--- src/sv/assert_macros.svh ---
// assertion helpers used by the top rtl file
`ifndef ASSERT_MACROS_SVH
`define ASSERT_MACROS_SVH

// same-cycle implication, sampled on clk, off while arst_n is low
`define TTY_ASSERT_NOW(label, ante, cons) \
	label: assert property (@(posedge clk) disable iff (!arst_n) (ante) |-> (cons)) \
		else $error("%m: check failed");

// next-cycle implication, sampled on clk, off while arst_n is low
`define TTY_ASSERT_NEXT(label, ante, cons) \
	label: assert property (@(posedge clk) disable iff (!arst_n) (ante) |=> (cons)) \
		else $error("%m: check failed");

`endif

--- src/sv/tty_pkg.sv ---
// ----------------------------------------------------------------------------
// tty_pkg
// types, codes and constants of the teletype reader and punch interface
// ----------------------------------------------------------------------------
`default_nettype none

package tty_pkg;

	localparam int COLUMNS_DEF = 80;

	localparam int DELAY_W = 16;
	localparam int TIMER_W = DELAY_W + 1;
	localparam int AC_W    = 12;
	localparam int KEY_W   = 9;
	localparam int CHAR_W  = 7;
	localparam int POS_W   = 7;

	localparam logic [DELAY_W-1:0] DELAY_RST = 16'd100;

	typedef enum logic [1:0] {
		CMD_READER = 2'd0,
		CMD_PUNCH  = 2'd1,
		CMD_KEY    = 2'd2,
		CMD_TICK   = 2'd3
	} cmd_t;

	typedef enum logic [1:0] {
		PK_PRINT = 2'd0,
		PK_CR    = 2'd1,
		PK_LF    = 2'd2,
		PK_BS    = 2'd3
	} print_kind_t;

	// iot micro-op bit positions
	localparam int IOT_SKIP  = 0;
	localparam int IOT_CLEAR = 1;
	localparam int IOT_XFER  = 2;

	// reader translation and read marker
	localparam logic [KEY_W-1:0] RD_LF_IN   = 9'o012;
	localparam logic [KEY_W-1:0] RD_CR_OUT  = 9'o015;
	localparam logic [KEY_W-1:0] RD_ALT_IN  = 9'o527;
	localparam logic [KEY_W-1:0] RD_LF_OUT  = 9'o012;
	localparam logic [KEY_W-1:0] RD_MARK    = 9'o200;

	// punch control codes, full buffer compare
	localparam logic [AC_W-1:0] PC_CR = 12'o0215;
	localparam logic [AC_W-1:0] PC_LF = 12'o0212;
	localparam logic [AC_W-1:0] PC_BS = 12'o0377;

	typedef struct packed {
		logic                 skip;
		logic                 ac_written;
		logic [AC_W-1:0]      ac_out;
		logic                 print_valid;
		print_kind_t          print_kind;
		logic [CHAR_W-1:0]    print_char;
		logic [POS_W-1:0]     print_column;
	} result_t;

endpackage

`default_nettype wire

--- src/sv/teletype_reader_punch_interface.sv ---
// ----------------------------------------------------------------------------
// teletype_reader_punch_interface
// an item passes the input register in tty_core, then the result register that drives out_valid
// throughput: one item per cycle without stalls, set by the single state update in tty_core
// reset: arst_n low clears flags, buffers, timer, column and both valid bits;
//   punch_delay returns to 100
// ----------------------------------------------------------------------------
`default_nettype none
`include "assert_macros.svh"

module teletype_reader_punch_interface #(
	parameter int COLUMNS = tty_pkg::COLUMNS_DEF
) (
	input  wire logic                          clk,
	input  wire logic                          arst_n,
	input  wire logic                          in_valid,
	output logic                               in_ready,
	input  wire logic [1:0]                    cmd,
	input  wire logic [2:0]                    iot_bits,
	input  wire logic [tty_pkg::AC_W-1:0]      ac_in,
	input  wire logic [tty_pkg::KEY_W-1:0]     key_code,
	output logic                               out_valid,
	input  wire logic                          out_ready,
	output logic                               skip,
	output logic                               ac_written,
	output logic [tty_pkg::AC_W-1:0]           ac_out,
	output logic                               print_valid,
	output logic [1:0]                         print_kind,
	output logic [tty_pkg::CHAR_W-1:0]         print_char,
	output logic [tty_pkg::POS_W-1:0]          print_column,
	input  wire logic                          cfg_valid,
	output logic                               cfg_ready,
	input  wire logic [tty_pkg::DELAY_W-1:0]   cfg_data
);

	logic             res_take;
	logic             res_load;
	tty_pkg::result_t res;
	tty_pkg::result_t res_s2;

	assign cfg_ready = 1'b1;

	tty_core #(
		.COLUMNS (COLUMNS)
	) u_core (
		.clk       (clk),
		.arst_n    (arst_n),
		.in_valid  (in_valid),
		.in_ready  (in_ready),
		.cmd       (cmd),
		.iot_bits  (iot_bits),
		.ac_in     (ac_in),
		.key_code  (key_code),
		.cfg_valid (cfg_valid),
		.cfg_data  (cfg_data),
		.res_take  (res_take),
		.res_load  (res_load),
		.res       (res)
	);

	tty_outreg u_outreg (
		.clk       (clk),
		.arst_n    (arst_n),
		.res_load  (res_load),
		.res       (res),
		.res_take  (res_take),
		.out_valid (out_valid),
		.out_ready (out_ready),
		.res_s2    (res_s2)
	);

	assign skip         = res_s2.skip;
	assign ac_written   = res_s2.ac_written;
	assign ac_out       = res_s2.ac_out;
	assign print_valid  = res_s2.print_valid;
	assign print_kind   = res_s2.print_kind;
	assign print_char   = res_s2.print_char;
	assign print_column = res_s2.print_column;

	// a result only moves into a free or draining result register
	`TTY_ASSERT_NOW(a_load_room, res_load, !out_valid || out_ready)
	`TTY_ASSERT_NEXT(a_load_shows, res_load, out_valid)
	// print events only come from ticks, never with iot outputs
	`TTY_ASSERT_NOW(a_print_alone, out_valid && print_valid, !skip && !ac_written)
	`TTY_ASSERT_NOW(a_col_range, out_valid && print_valid,
		print_column <= tty_pkg::POS_W'(COLUMNS - 1))
	`TTY_ASSERT_NOW(a_cr_home, out_valid && print_valid && print_kind == tty_pkg::PK_CR,
		print_column == '0)

endmodule

`default_nettype wire

--- src/sv/tty_core.sv ---
// ----------------------------------------------------------------------------
// tty_core
// input register, device state and the single-pass next-state logic
// ----------------------------------------------------------------------------
`default_nettype none

module tty_core #(
	parameter int COLUMNS = tty_pkg::COLUMNS_DEF
) (
	input  wire logic                          clk,
	input  wire logic                          arst_n,
	input  wire logic                          in_valid,
	output logic                               in_ready,
	input  wire logic [1:0]                    cmd,
	input  wire logic [2:0]                    iot_bits,
	input  wire logic [tty_pkg::AC_W-1:0]      ac_in,
	input  wire logic [tty_pkg::KEY_W-1:0]     key_code,
	input  wire logic                          cfg_valid,
	input  wire logic [tty_pkg::DELAY_W-1:0]   cfg_data,
	input  wire logic                          res_take,
	output logic                               res_load,
	output tty_pkg::result_t                   res
);

	localparam int COL_W = (COLUMNS > 1) ? $clog2(COLUMNS) : 1;
	localparam logic [COL_W-1:0] COL_MAX = COL_W'(COLUMNS - 1);

	// input stage
	logic                           v_s1;
	tty_pkg::cmd_t                  cmd_s1;
	logic [2:0]                     bits_s1;
	logic [tty_pkg::AC_W-1:0]       ac_s1;
	logic [tty_pkg::KEY_W-1:0]      key_s1;

	// device state
	logic [tty_pkg::DELAY_W-1:0]    punch_delay_q;
	logic                           punch_flag_q, punch_flag_n;
	logic [tty_pkg::AC_W-1:0]       punch_buf_q, punch_buf_n;
	logic [tty_pkg::TIMER_W-1:0]    punch_timer_q, punch_timer_n;
	logic                           rd_flag_q, rd_flag_n;
	logic [tty_pkg::KEY_W-1:0]      rd_buf_q, rd_buf_n;
	logic [COL_W-1:0]               col_q, col_n;

	logic [tty_pkg::KEY_W-1:0]      rd_xl1, rd_xl2;
	logic [tty_pkg::TIMER_W-1:0]    timer_dec;

	assign res_load = v_s1 && res_take;
	assign in_ready = !v_s1 || res_load;

	always_ff @(posedge clk or negedge arst_n) begin
		if (!arst_n) begin
			v_s1 <= 1'b0;
		end else if (in_ready) begin
			v_s1 <= in_valid;
		end
	end

	always_ff @(posedge clk) begin
		if (in_valid && in_ready) begin
			cmd_s1  <= tty_pkg::cmd_t'(cmd);
			bits_s1 <= iot_bits;
			ac_s1   <= ac_in;
			key_s1  <= key_code;
		end
	end

	always_ff @(posedge clk or negedge arst_n) begin
		if (!arst_n) begin
			punch_delay_q <= tty_pkg::DELAY_RST;
		end else if (cfg_valid) begin
			punch_delay_q <= cfg_data;
		end
	end

	always_ff @(posedge clk or negedge arst_n) begin
		if (!arst_n) begin
			punch_flag_q  <= 1'b0;
			punch_buf_q   <= '0;
			punch_timer_q <= '0;
			rd_flag_q     <= 1'b0;
			rd_buf_q      <= '0;
			col_q         <= '0;
		end else if (res_load) begin
			punch_flag_q  <= punch_flag_n;
			punch_buf_q   <= punch_buf_n;
			punch_timer_q <= punch_timer_n;
			rd_flag_q     <= rd_flag_n;
			rd_buf_q      <= rd_buf_n;
			col_q         <= col_n;
		end
	end

	// reader translation, applied in sequence
	assign rd_xl1 = (rd_buf_q == tty_pkg::RD_LF_IN) ? tty_pkg::RD_CR_OUT : rd_buf_q;
	assign rd_xl2 = (rd_xl1 == tty_pkg::RD_ALT_IN) ? tty_pkg::RD_LF_OUT : rd_xl1;

	assign timer_dec = punch_timer_q - tty_pkg::TIMER_W'(1);

	always_comb begin
		punch_flag_n  = punch_flag_q;
		punch_buf_n   = punch_buf_q;
		punch_timer_n = punch_timer_q;
		rd_flag_n     = rd_flag_q;
		rd_buf_n      = rd_buf_q;
		col_n         = col_q;
		res           = '0;
		case (cmd_s1)
			tty_pkg::CMD_READER: begin
				res.skip = bits_s1[tty_pkg::IOT_SKIP] && rd_flag_q;
				if (bits_s1[tty_pkg::IOT_CLEAR]) begin
					rd_flag_n      = 1'b0;
					res.ac_written = 1'b1;
				end
				if (bits_s1[tty_pkg::IOT_XFER]) begin
					rd_buf_n       = rd_xl2;
					res.ac_written = 1'b1;
					res.ac_out     = tty_pkg::AC_W'(rd_xl2 | tty_pkg::RD_MARK);
				end
			end
			tty_pkg::CMD_PUNCH: begin
				res.skip = bits_s1[tty_pkg::IOT_SKIP] && punch_flag_q;
				if (bits_s1[tty_pkg::IOT_CLEAR]) begin
					punch_flag_n = 1'b0;
				end
				if (bits_s1[tty_pkg::IOT_XFER]) begin
					punch_buf_n   = ac_s1;
					punch_timer_n = tty_pkg::TIMER_W'(punch_delay_q) + tty_pkg::TIMER_W'(1);
				end
			end
			tty_pkg::CMD_KEY: begin
				rd_buf_n  = key_s1;
				rd_flag_n = 1'b1;
			end
			tty_pkg::CMD_TICK: begin
				if (punch_timer_q != '0) begin
					punch_timer_n = timer_dec;
					// last tick: the punch finishes and reports
					if (timer_dec == '0) begin
						punch_flag_n    = 1'b1;
						res.print_valid = 1'b1;
						if (punch_buf_q == tty_pkg::PC_CR) begin
							col_n            = '0;
							res.print_kind   = tty_pkg::PK_CR;
							res.print_column = '0;
						end else if (punch_buf_q == tty_pkg::PC_LF) begin
							res.print_kind   = tty_pkg::PK_LF;
							res.print_column = tty_pkg::POS_W'(col_q);
						end else if (punch_buf_q == tty_pkg::PC_BS) begin
							col_n            = (col_q != '0) ? col_q - COL_W'(1) : col_q;
							res.print_kind   = tty_pkg::PK_BS;
							res.print_column = tty_pkg::POS_W'(col_n);
						end else begin
							res.print_kind   = tty_pkg::PK_PRINT;
							res.print_char   = punch_buf_q[tty_pkg::CHAR_W-1:0];
							res.print_column = tty_pkg::POS_W'(col_q);
							col_n            = (col_q != COL_MAX) ? col_q + COL_W'(1) : col_q;
						end
					end
				end
			end
			default: begin
				res = '0;
			end
		endcase
	end

endmodule

`default_nettype wire

--- src/sv/tty_outreg.sv ---
// ----------------------------------------------------------------------------
// tty_outreg
// result register with valid and ready toward the consumer
// ----------------------------------------------------------------------------
`default_nettype none

module tty_outreg (
	input  wire logic              clk,
	input  wire logic              arst_n,
	input  wire logic              res_load,
	input  wire tty_pkg::result_t  res,
	output logic                   res_take,
	output logic                   out_valid,
	input  wire logic              out_ready,
	output tty_pkg::result_t       res_s2
);

	logic out_valid_q;

	// free, or emptied by a transfer in this cycle
	assign res_take  = !out_valid_q || out_ready;
	assign out_valid = out_valid_q;

	always_ff @(posedge clk or negedge arst_n) begin
		if (!arst_n) begin
			out_valid_q <= 1'b0;
		end else if (res_take) begin
			out_valid_q <= res_load;
		end
	end

	always_ff @(posedge clk) begin
		if (res_load) begin
			res_s2 <= res;
		end
	end

endmodule

`default_nettype wire

--- config.mk ---
export PLATFORM = sky130hd
export DESIGN_NAME = teletype_reader_punch_interface
export DESIGN_NICKNAME = d
export VERILOG_FILES = /design/src/sv/tty_pkg.sv /design/src/sv/teletype_reader_punch_interface.sv /design/src/sv/tty_core.sv /design/src/sv/tty_outreg.sv
export VERILOG_INCLUDE_DIRS = /design/src /design/src/sv
export SDC_FILE = /design/constraint.sdc
export NUM_CORES = 1
export LEC_CHECK = 0
export BUFFER_PORTS_ARGS = -buffer_cell sky130_fd_sc_hd__buf_2
export CORE_MARGIN = 5
export CORE_UTILIZATION = 35
export CTS_CLUSTER_SIZE = 24
export DETAILED_ROUTE_END_ITERATION = 10
export PLACE_DENSITY = 0.56
export SYNTH_ARGS = -nofsm -noshare
export SYNTH_HDL_FRONTEND = slang
export SYNTH_SLANG_ARGS = --single-unit
--- constraint.sdc ---
create_clock -name clk -period 3.45 [get_ports clk]
set_clock_uncertainty 0.2 [all_clocks]
set_input_delay 0.345 -clock clk [delete_from_list [all_inputs] [get_ports clk]]
set_output_delay 0.345 -clock clk [all_outputs]
set_load 0.01 [all_outputs]
**Yosys cells after proc, flatten, opt, wreduce, memory -nomap -nowiden**

Cells that the tools add are included.

- Bits in registers: 122
- Input port bits: 47
- Output and inout port bits: 34
- Word-level logic and storage cells: 101

- Add/sub/neg operators: 4
- Equal/unequal tests: 16
- Multiplexer cells: 30
- Bitwise operators: 3
- Reduce and logical (&&, ||, !) cells: 26

Operators with widths:

| operator | number |
|---|---|
| 7-bit two-way mux | 11 |
| 17-bit two-way mux | 3 |
| 12-bit by 8-bit equality test with 1-bit output, second input constant | 3 |
| 17-bit case mux with 2 select lines | 1 |
| 9-bit two-way mux | 3 |
| 9-bit case mux with 2 select lines | 1 |
| 16-bit by 1-bit adder with 17-bit output, second input constant | 1 |
| 17-bit logical NOT | 1 |
| 17-bit nonzero test | 1 |
| 17-bit by 1-bit subtractor with 17-bit output, second input constant | 1 |
| 2-bit by 1-bit != test with 1-bit output, second input constant | 7 |
| 13-bit two-way mux | 1 |
| 3-bit AND reduction | 4 |
| 9-bit by 4-bit equality test with 1-bit output, second input constant | 1 |
| 9-bit equality test, second input constant | 1 |
| 7-bit by 1-bit adder with 7-bit output, second input constant | 1 |
| 7-bit != test, second input constant | 1 |
| 7-bit nonzero test | 1 |
| 7-bit by 1-bit subtractor with 7-bit output, second input constant | 1 |
| 2-bit two-way mux | 3 |
| 1-bit case mux with 2 select lines | 3 |
| 6-bit AND reduction | 1 |
| 6-bit OR reduction | 1 |
| 5-bit AND reduction | 1 |
| 13 further kinds | 26 |

**Logic depth before layout (Yosys ltp)**

Gate-level depths: netlist (run 1).

- Depth in word-level cells: 6
- Depth in mapped cells: 10
- Mapped depth without buffers: 8

**Modules after synthesis**

A second synthesis (run 1) with hierarchy kept.

- Cells, all modules: 552
- Area, all modules: 6103.4 um^2

Modules (own cells, without submodules):

| module | instances | cells each | area each (um^2) | sequential area each (um^2) |
|---|---|---|---|---|
| tty_core | 1 | 516 | 5113.7 | 2386.0 |
| tty_outreg | 1 | 34 | 978.4 | 955.9 |
| teletype_reader_punch_interface | 1 | 2 | 11.3 | 0.0 |

**Least setup slack after synthesis (run 1)**

Ideal clock, no wire load.

- Path kind: register to register
- Start point: register u_core.punch_timer_q[1] (netlist bit)
- End point: register u_outreg.res_s2[3] (netlist name)
- Library setup time: 0.170 ns
- Arrival: 2.276 ns
- Data required time: 3.080 ns
- Slack: 0.805 ns
- Stages on the path, launching flop included: 8
- Buffers on the path: 0
- Clock period less this slack: 2.645 ns
- Cells stage by stage: dfrtp_1 inv_1 ha_1 or4b_1 or4_4 nor4b_4 nand2_2 a311oi_2

- Cells in the longest elaborated chain, start to end: 4
- Elaborated cells on any way between the ends: 6
- Those cells by class: 1 x add/sub; 2 x bitwise; 3 x reduce/logical

RTL lines:

| what | RTL line | RTL |
|---|---|---|
| start: declaration | tty_core.sv:39 | `logic [tty_pkg::TIMER_W-1:0] punch_timer_q, punch_timer_n;` |
| start signal: assignment | tty_core.sv:86 | `punch_timer_q <= punch_timer_n;` |
| 17-bit by 1-bit subtractor with 17-bit output | tty_core.sv:97 | `assign timer_dec = punch_timer_q - tty_pkg::TIMER_W'(1);` |
| 17-bit logical NOT | tty_core.sv:138 | `if (timer_dec == '0) begin` |
| 1-bit NOT (no line) | - |  |
| 4-bit OR reduction (no line) * | - |  |

Mark *: on every way between the ends. The rest lies on a longest branch, timed or not.
A chain may end at the register's enable or synchronous reset.

**Worst setup path in the final report (run 1)**

- Start point: register u_core.punch_timer_q[0] (netlist bit)
- End point: register u_outreg.res_s2[5] (netlist name)

- Cells in the longest elaborated chain, start to end: 4
- Elaborated cells on any way between the ends: 6
- Those cells by class: 1 x add/sub; 2 x bitwise; 3 x reduce/logical

RTL lines:

| what | RTL line |
|---|---|
| 17-bit by 1-bit subtractor with 17-bit output | tty_core.sv:97 |
| 17-bit logical NOT | tty_core.sv:138 |
| 1-bit NOT (no line) | - |
| 4-bit OR reduction (no line) * | - |

Marked as above.

==> results of run 1 <==
what timing repair did:
item / 4_1_cts / 5_1_grt
endpoints found under the setup margin: 0 / 0
hold buffers: 44 / 0
endpoints found under the hold margin: 79 / 0
worst max-delay path by stage:
| stage | start | to | cells past startpoint |
|---|---|---|---|
| 6_report | u_core.punch_timer_q[0] | u_outreg.res_s2[5] | 8 |
| 5_1_grt | u_core.punch_timer_q[1] | u_outreg.res_s2[3] | 8 |
| 4_1_cts | u_core.punch_timer_q[0] | u_outreg.res_s2[5] | 8 |
| 3_5_place_dp | u_core.punch_timer_q[0] | u_outreg.res_s2[5] | 8 |
| 3_3_place_gp | u_core.punch_timer_q[0] | u_outreg.res_s2[5] | 8 |
| 2_1_floorplan | u_core.punch_timer_q[1] | u_outreg.res_s2[3] | 7 |
cell usage in the layout (no fill, tap or decap), types with 10 or more instances in the layout:
cell / Yosys / layout
dlygate4sd3_1: 0 / 44
mux2_2: 29 / 29
nand2_1: 42 / 42
a21oi_1: 33 / 33
nand3_1: 19 / 19
buf_4: 4 / 11
dfrtp_1: 62 / 62
nor2_1: 40 / 40
edfxtp_1: 54 / 54
o21ai_0: 38 / 38
buf_2: 0 / 76
inv_1: 12 / 12
nor3_1: 13 / 12
and3_1: 14 / 14
and2_1: 10 / 10
clkbuf_16: 0 / 17
worst reg2reg max path: cells and delay by family, from the launching register on:
family / cells / cell delay [ns]
DFF: 1 / 0.45
and+or+nand+nor: 4 / 1.43
AOI/OAI and AO/OA: 2 / 0.29
buffers and inverters: 1 / 0.09
adders and majority gates: 1 / 0.41
sequential cells by signal, summed over array words and instances (netlist names), 2 cells and up:
name                  count
u_outreg.res_s2          28
u_core.punch_timer_q     17
u_core.punch_buf_q       12
u_core.rd_buf_q           9
u_core.punch_delay_q     16
u_core.bits_s1            3
u_core.key_s1             9
u_core.cmd_s1             2
u_core.ac_s1             12
u_core.col_q              7
cell usage after synthesis, drive strengths merged (7+ instances only):
cell type	count	area, um^2
and3	14	87.6
dfrtp	62	1550
a21oi	33	165
mux2	29	327
edfxtp	54	1620
or3	7	43.8
nand3	19	95.1
nand4	7	43.8
xnor2	9	78.8
a22o	7	61.3
nor2	40	150
o21ai	38	190
inv	12	45.0
or4	7	63.8
clkbuf	25	93.8
nand2	43	164
and2	10	62.6
nor3	13	65.1
layer usage:
| metal | share of wire | vias up | wire length (um) | track usage |
|---|---|---|---|---|
| li1 | - | 2188 | - | - |
| met1 | 0.45 | 2119 | 5920 | 0.179 |
| met2 | 0.47 | 118 | 6230 | 0.224 |
| met3 | 0.054 | 18 | 702 | 0.0452 |
| met4 | 0.020 | 0 | 259 | 0.0474 |
| met5 | 0 | - | 0 | 0 |
cell families (layout without fill, tap and decap cells):
family	count (synthesis)	count (layout)	synth area share
and+or+nand+nor	194	194	0.181
DFF	119	119	0.561
AOI/OAI and AO/OA	117	117	0.128
buffers and inverters	42	175	0.0311
muxes	32	32	0.0615
xor gates and xnor gates	15	15	0.0227
adders and majority gates	6	6	0.0130
other	2	4	0.00130
power breakdown:
group,internal [mW],switching (mW)
registers,1.70,0.204
logic,0.302,0.302
clock network,1.28,0.608
total,3.28,1.11
stage by stage:
| step | hold WS (ns) | power (mW) | setup slack [ns] |
|---|---|---|---|
| 3_3_place_gp | 0.254 | 2.47 | 0.560 |
| 2_1_floorplan | -0.151 | 2.28 | 0.805 |
| 3_5_place_dp | 0.244 | 2.49 | 0.447 |
| 5_1_grt | 0.0939 | 4.60 | 0.167 |
| 4_1_cts | 0.0548 | 4.44 | 0.408 |
| 6_report | 0.0788 | 4.39 | 0.402 |
layout make-up:
cell class	count	share of cell area
sequential	119	0.434
multi-input combinational	368	0.317
timing repair buffer	131	0.121
clock inverter	13	0.0272
inverter	12	0.00602
tap	220	0.0368
clock buffer	19	0.0578
==> summary.md, run 1 <==
| Metric | Value |
|---|---|
| Routability cong. | approximately 0.84 |
| Largest net degree at the start of global routing | 42 |
| Crit path launch type | register |
| Wire per inst | 14.9 um |
| Hold Path Sink | u_outreg.out_valid |
| Path depth of the worst reg2reg path | 8 |
| Hold Path Class | input port to register |
| GR Overflow Total | 0 |
| Post-Place Cell Area | approximately 6400 um^2 |
| Mapped Area | 5800 um^2 |
| Critical Path Fanout Max | 12 |
| Post-CTS Setup Bufs | 0 |
| Final Util | 0.456 |
| First DRT Iteration DRCs | between 300 and 400 |
| Worst reg-to-reg setup slack | between 0.4 and 0.5 ns |
| PortBufs | 76 |
| Pwr Density | between 500 and 600 nW/um^2 |
| RSZ-0062 raised after global routing | no |
| Slowest CP cell | nor4b_4 |
| Syn_area_per_cell | approximately 11 um^2 |
| Routed WL | 13100 um |
| Fillers | 1532 |
| Fin. max-slew vios | 0 |
| Full die area | around 19000 um^2 |
| Rel. slew slack | 0.348 |
| IO Pins | a little over 80 |
| Hold Crit Start | out_ready |
| R2R Path Start | u_core.punch_timer_q[0] |
| Post-route cell area | about 7500 um^2 |
| Crit path max-delay family | simple AND/OR/NAND/NOR gates |
| Layout Area Growth over Synthesis | 29.2% |
| Layout cells sized above 1 | 0.242 |
| Main synth FF type | dfrtp_1 |
| # clock sinks | approximately 120 |
| # nets final | ~700 |
| EDFF count, synth | between 50 and 60 |
| Clk Latency, worst-skew pair | 0.41 ns |
| Worst-path clk slew | approximately 0.050 ns |
| Vias per std cell | 5.04 |
| Sequential area share after synthesis | 0.561 |
| Fin cells | 882 |
| Final critical-path required period | between 3 and 4 ns |
| Clk buf depth | 2 |
| Drt pass-1 iters | 4 |
| Status | finished clean |
| Final worst-path cycle share | 0.883 |
| First-pass GRT wire length | between 20000 and 25000 um |
| Post-CTS sizing | 0 |
| Maximum VDD drop | 0.526 mV |
| CTS Buf Count | 17 |
| Vias in the first global route | 4411 |
| N_diodes | 0 |
| Final setup viols | 0 |
| Hold depth | 3 |
| Clk root buf | clkbuf_16 |
| Post-Syn Instances | 527 |
| Reg area | around 3300 um^2 |
| Netlist cell types | between 50 and 60 |
| Inst Count DP | around 800 |
| R2r endpoint | u_outreg.res_s2[5] |
| Worst path max stage delay | 0.53 ns |
| CTS tree | yes |
| Core box area | 16400 um^2 |
| Max-cap viol count | 0 |
| Max H-tree Level | 4 |
| DRC Markers | 0 |
| Worst-margin pin slew | between 0.9 and 1 ns |
| Final count of hold timing violations | 0 |
| Worst path buffer plus inverter count | 1 |
| Worst setup EP type | register |
| Crit path required time | ~3.5 ns |
| Leak Pwr | between 3 and 4 nW |
| Critical path type | register to register |
| DR vias | roughly 4400 |
| GRT Util Overall | 0.140 |
| Row count | 47 |
| DIE HEIGHT | between 100 and 150 um |
| Initial Util | 0.353 |
| Synthesized flop and latch total | approximately 120 |
| Yosys Warn Count | 0 |
| Ordered cell list for the critical path | inv_1 > ha_1 > and3b_1 > a31oi_1 > or4_4 > nor4b_4 > nand2_2 > a311oi_2 |
| Die W | around 140 um |
| Initial antenna violation count | 0 |
| CP Data Arrival Time | roughly 3.1 ns |
| DP HPWL | roughly 9000 um |
| FMAX | around 330 MHz |
| Multi-input combinational cell area | 2380 um^2 |
| Setup TNS | 0 ns |
| DRT antenna net count | 0 |
| Asr flop ratio synth | 0.546 |
Note: power is estimated with default switching activity, not from simulation.
==> inputs of run 2 (changes only) <==
--- a/config.mk
+++ b/config.mk
@@ -9,9 +9,9 @@
 export BUFFER_PORTS_ARGS = -buffer_cell sky130_fd_sc_hd__buf_2
 export CORE_MARGIN = 5
 export CORE_UTILIZATION = 35
+export CTS_CLUSTER_DIAMETER = 80
 export CTS_CLUSTER_SIZE = 24
 export DETAILED_ROUTE_END_ITERATION = 10
-export PLACE_DENSITY = 0.56
 export SYNTH_ARGS = -nofsm -noshare
 export SYNTH_HDL_FRONTEND = slang
 export SYNTH_SLANG_ARGS = --single-unit
==> summary.md, run 2 (same netlist as run 1, synthesis figures left out) <==
| Metric | Value |
|---|---|
| GR Overflow Total | 0 (unchanged) |
| Initial Util | 0.353 (unchanged) |
| Clk Latency, worst-skew pair | 0.42 ns (was 0.41 ns) |
| FMAX | 325 MHz (was 328 MHz) |
| Max FFs per register | 28 (unchanged) |
| Setup TNS | 0 ns (unchanged) |
| Clk root buf | clkbuf_16 (unchanged) |
| Die W | 139 um (unchanged) |
| Final worst-path cycle share | 0.891 (was 0.883) |
| Grt met3 use | 0.0459 (was 0.0452) |
| Hold Path Sink | u_outreg.out_valid (unchanged) |
| Slowest CP cell | nor4_1 (was nor4b_4) |
| Top reg by flops | u_outreg.res_s2 (unchanged) |
| Maximum VDD drop | 0.373 mV (was 0.526 mV) |
| GR Layer Usage met2 | 0.241 (was 0.224) |
| DRC Markers | 0 (unchanged) |
| DIE HEIGHT | 139 um (unchanged) |
| CTS Buf Count | 17 (unchanged) |
| Layout cells sized above 1 | 0.238 (was 0.242) |
| Status | finished clean (unchanged) |
| IO Pins | 81 (unchanged) |
| Grt met1 use | 0.180 (was 0.179) |
| Hold Crit Start | out_ready (unchanged) |
| Fin. max-slew vios | 0 (unchanged) |
| DP HPWL | 9410 um (was 9250 um) |
| Critical path type | register to register (unchanged) |
| DR vias | 4515 (was 4443) |
| Initial antenna violation count | 0 (unchanged) |
| Final count of hold timing violations | 0 (unchanged) |
| RSZ-0062 raised after global routing | no (unchanged) |
| Layout Area Growth over Synthesis | 29.2% (about the same) |
| PortBufs | 76 (unchanged) |
| Crit path required time | 3.48 ns (about the same) |
| Rel. slew slack | 0.305 (was 0.348) |
| Top Registers | u_outreg.res_s2: 28 flops, u_core.punch_timer_q: 17 flops, u_core.punch_delay_q: 16 flops (unchanged) |
| Drt pass-1 iters | 5 (was 4) |
| Vias in the first global route | 4538 (was 4411) |
| N_diodes | 0 (unchanged) |
| Vias per std cell | 5.12 (was 5.04) |
| Full die area | 19200 um^2 (unchanged) |
| Row count | 47 (unchanged) |
| Critical Path Fanout Max | 8 (was 12) |
| Leak Pwr | 3.06 nW (about the same) |
| Worst path max stage delay | 0.68 ns (was 0.53 ns) |
| Routed WL | 13600 um (was 13100 um) |
| Hold Path Class | input port to register (unchanged) |
| Pwr Density | 586 nW/um^2 (about the same) |
| DRT antenna net count | 0 (unchanged) |
| R2r endpoint | u_outreg.res_s2[5] (unchanged) |
| CTS tree | yes (unchanged) |
| Hold depth | 3 (unchanged) |
| Stages on worst setup path | 7 (was 8) |
| Worst setup EP type | register (unchanged) |
| Ordered cell list for the critical path | nor4_1 > buf_4 > a22oi_1 > o211a_1 > nor4b_4 > nand2_2 > a311oi_2 (was inv_1 > ha_1 > and3b_1 > a31oi_1 > or4_4 > nor4b_4 > nand2_2 > a311oi_2) |
| Crit path launch type | register (unchanged) |
| Worst path buffer plus inverter count | 1 (unchanged) |
| Worst-margin pin slew | 1.04 ns (was 0.978 ns) |
| Fin cells | 881 (was 882) |
| Inst Count DP | 805 (was 806) |
| Commonest non-fill, non-tap cell in the layout | buf_2 (unchanged) |
| Post-CTS Setup Bufs | 0 (unchanged) |
| First DRT Iteration DRCs | 341 (was 337) |
| Clk buf depth | 2 (unchanged) |
| GRT Util Overall | 0.146 (was 0.140) |
| Worst-path clk slew | 0.05 ns (about the same) |
| Max H-tree Level | 4 (unchanged) |
| First-pass GRT wire length | 22700 um (was 21800 um) |
| Most frequent cells in the layout | buf_2, dfrtp_1, edfxtp_1, dlygate4sd3_1, nand2_1 (unchanged) |
| CP Data Arrival Time | 3.11 ns (was 3.08 ns) |
| Core box area | 16400 um^2 (unchanged) |
| # clock sinks | 119 (unchanged) |
| Fillers | 1511 (was 1532) |
| Total Power | 4.39 mW (about the same) |
| R2R Path Start | u_core.punch_timer_q[3] (was u_core.punch_timer_q[0]) |
| Final critical-path required period | 3.07 ns (was 3.05 ns) |
| Worst reg-to-reg setup slack | 0.38 ns (was 0.40 ns) |
| Wire per inst | 15.4 um (was 14.9 um) |
| Final setup viols | 0 (unchanged) |
| Routability cong. | 0.877 (was 0.836) |
| Hold slack | 0.0288 ns (was 0.0788 ns) |
| Path depth of the worst reg2reg path | 7 (was 8) |
| Gr busiest metal | met2 (unchanged) |
| Largest net degree at the start of global routing | 44 (was 42) |
| # nets final | 701 (was 702) |
| Max-cap viol count | 0 (unchanged) |
| Crit path max-delay family | simple AND/OR/NAND/NOR gates (unchanged) |
==> run 2: how the worst max path moves through the flow <==
stage / startpoint / endpoint / slack (ns)
floorplan: u_core.punch_timer_q[1] / u_outreg.res_s2[3] / 0.80
global placement: u_core.punch_timer_q[4] / u_core.col_q[0] / 0.51
detailed placement: u_core.punch_timer_q[3] / u_core.col_q[0] / 0.45
CTS: u_core.punch_timer_q[3] / u_outreg.res_s2[5] / 0.38
global route: u_core.punch_timer_q[3] / u_core.col_q[0] / 0.13
finish: u_core.punch_timer_q[3] / u_outreg.res_s2[5] / 0.38
==> run 2: through the flow <==
step                cell area, um^2  setup WS [ns]   util
detailed placement             6400          0.450  0.390
floorplan                      5800          0.805      -
CTS                            7490          0.384  0.456
finish                         7490          0.376  0.456
global placement               6400          0.508  0.390
global route                   7490          0.134  0.456
==> run 2: power breakdown <==
part / switching (mW) / internal, mW / total (mW) / leakage (nW)
logic: 0.309 / 0.301 / 0.610 / 1.44
registers: 0.201 / 1.70 / 1.90 / 1.30
clock network: 0.600 / 1.28 / 1.88 / 0.313
total: 1.11 / 3.28 / 4.39 / 3.06
==> run 2: per-layer routing <==
metal  part of all wire  wire [um]
met5                  0          0
met4              0.020        276
met3              0.046        631
met2               0.49       6620
met1               0.45       6040
==> run 2: cell type report <==
class,instances,area [um^2],share of cell area
inverters,12,45.0,0.00602
clock inverters,5,108,0.0144
well taps,220,275,0.0368
flip-flops and latches,119,3250,0.434
repair buffers,130,896,0.120
clock buffers,27,534,0.0714
multi-input cells,368,2380,0.317
==> run 2: timing repair <==
| action | in CTS | in global routing |
|---|---|---|
| hold buffers | 44 | 0 |
| resized for setup | 0 | 0 |
| endpoints found under the hold margin | 82 | 0 |
==> run 2: worst reg2reg max path: cells and delay by family (launching register included) <==
| kind | cells | cell delay, ns |
|---|---|---|
| AND/OR/NAND/NOR | 3 | 1.38 |
| AO/OA/AOI/OAI | 3 | 0.60 |
| flip-flops | 1 | 0.45 |
| buffers and inverters | 1 | 0.26 |
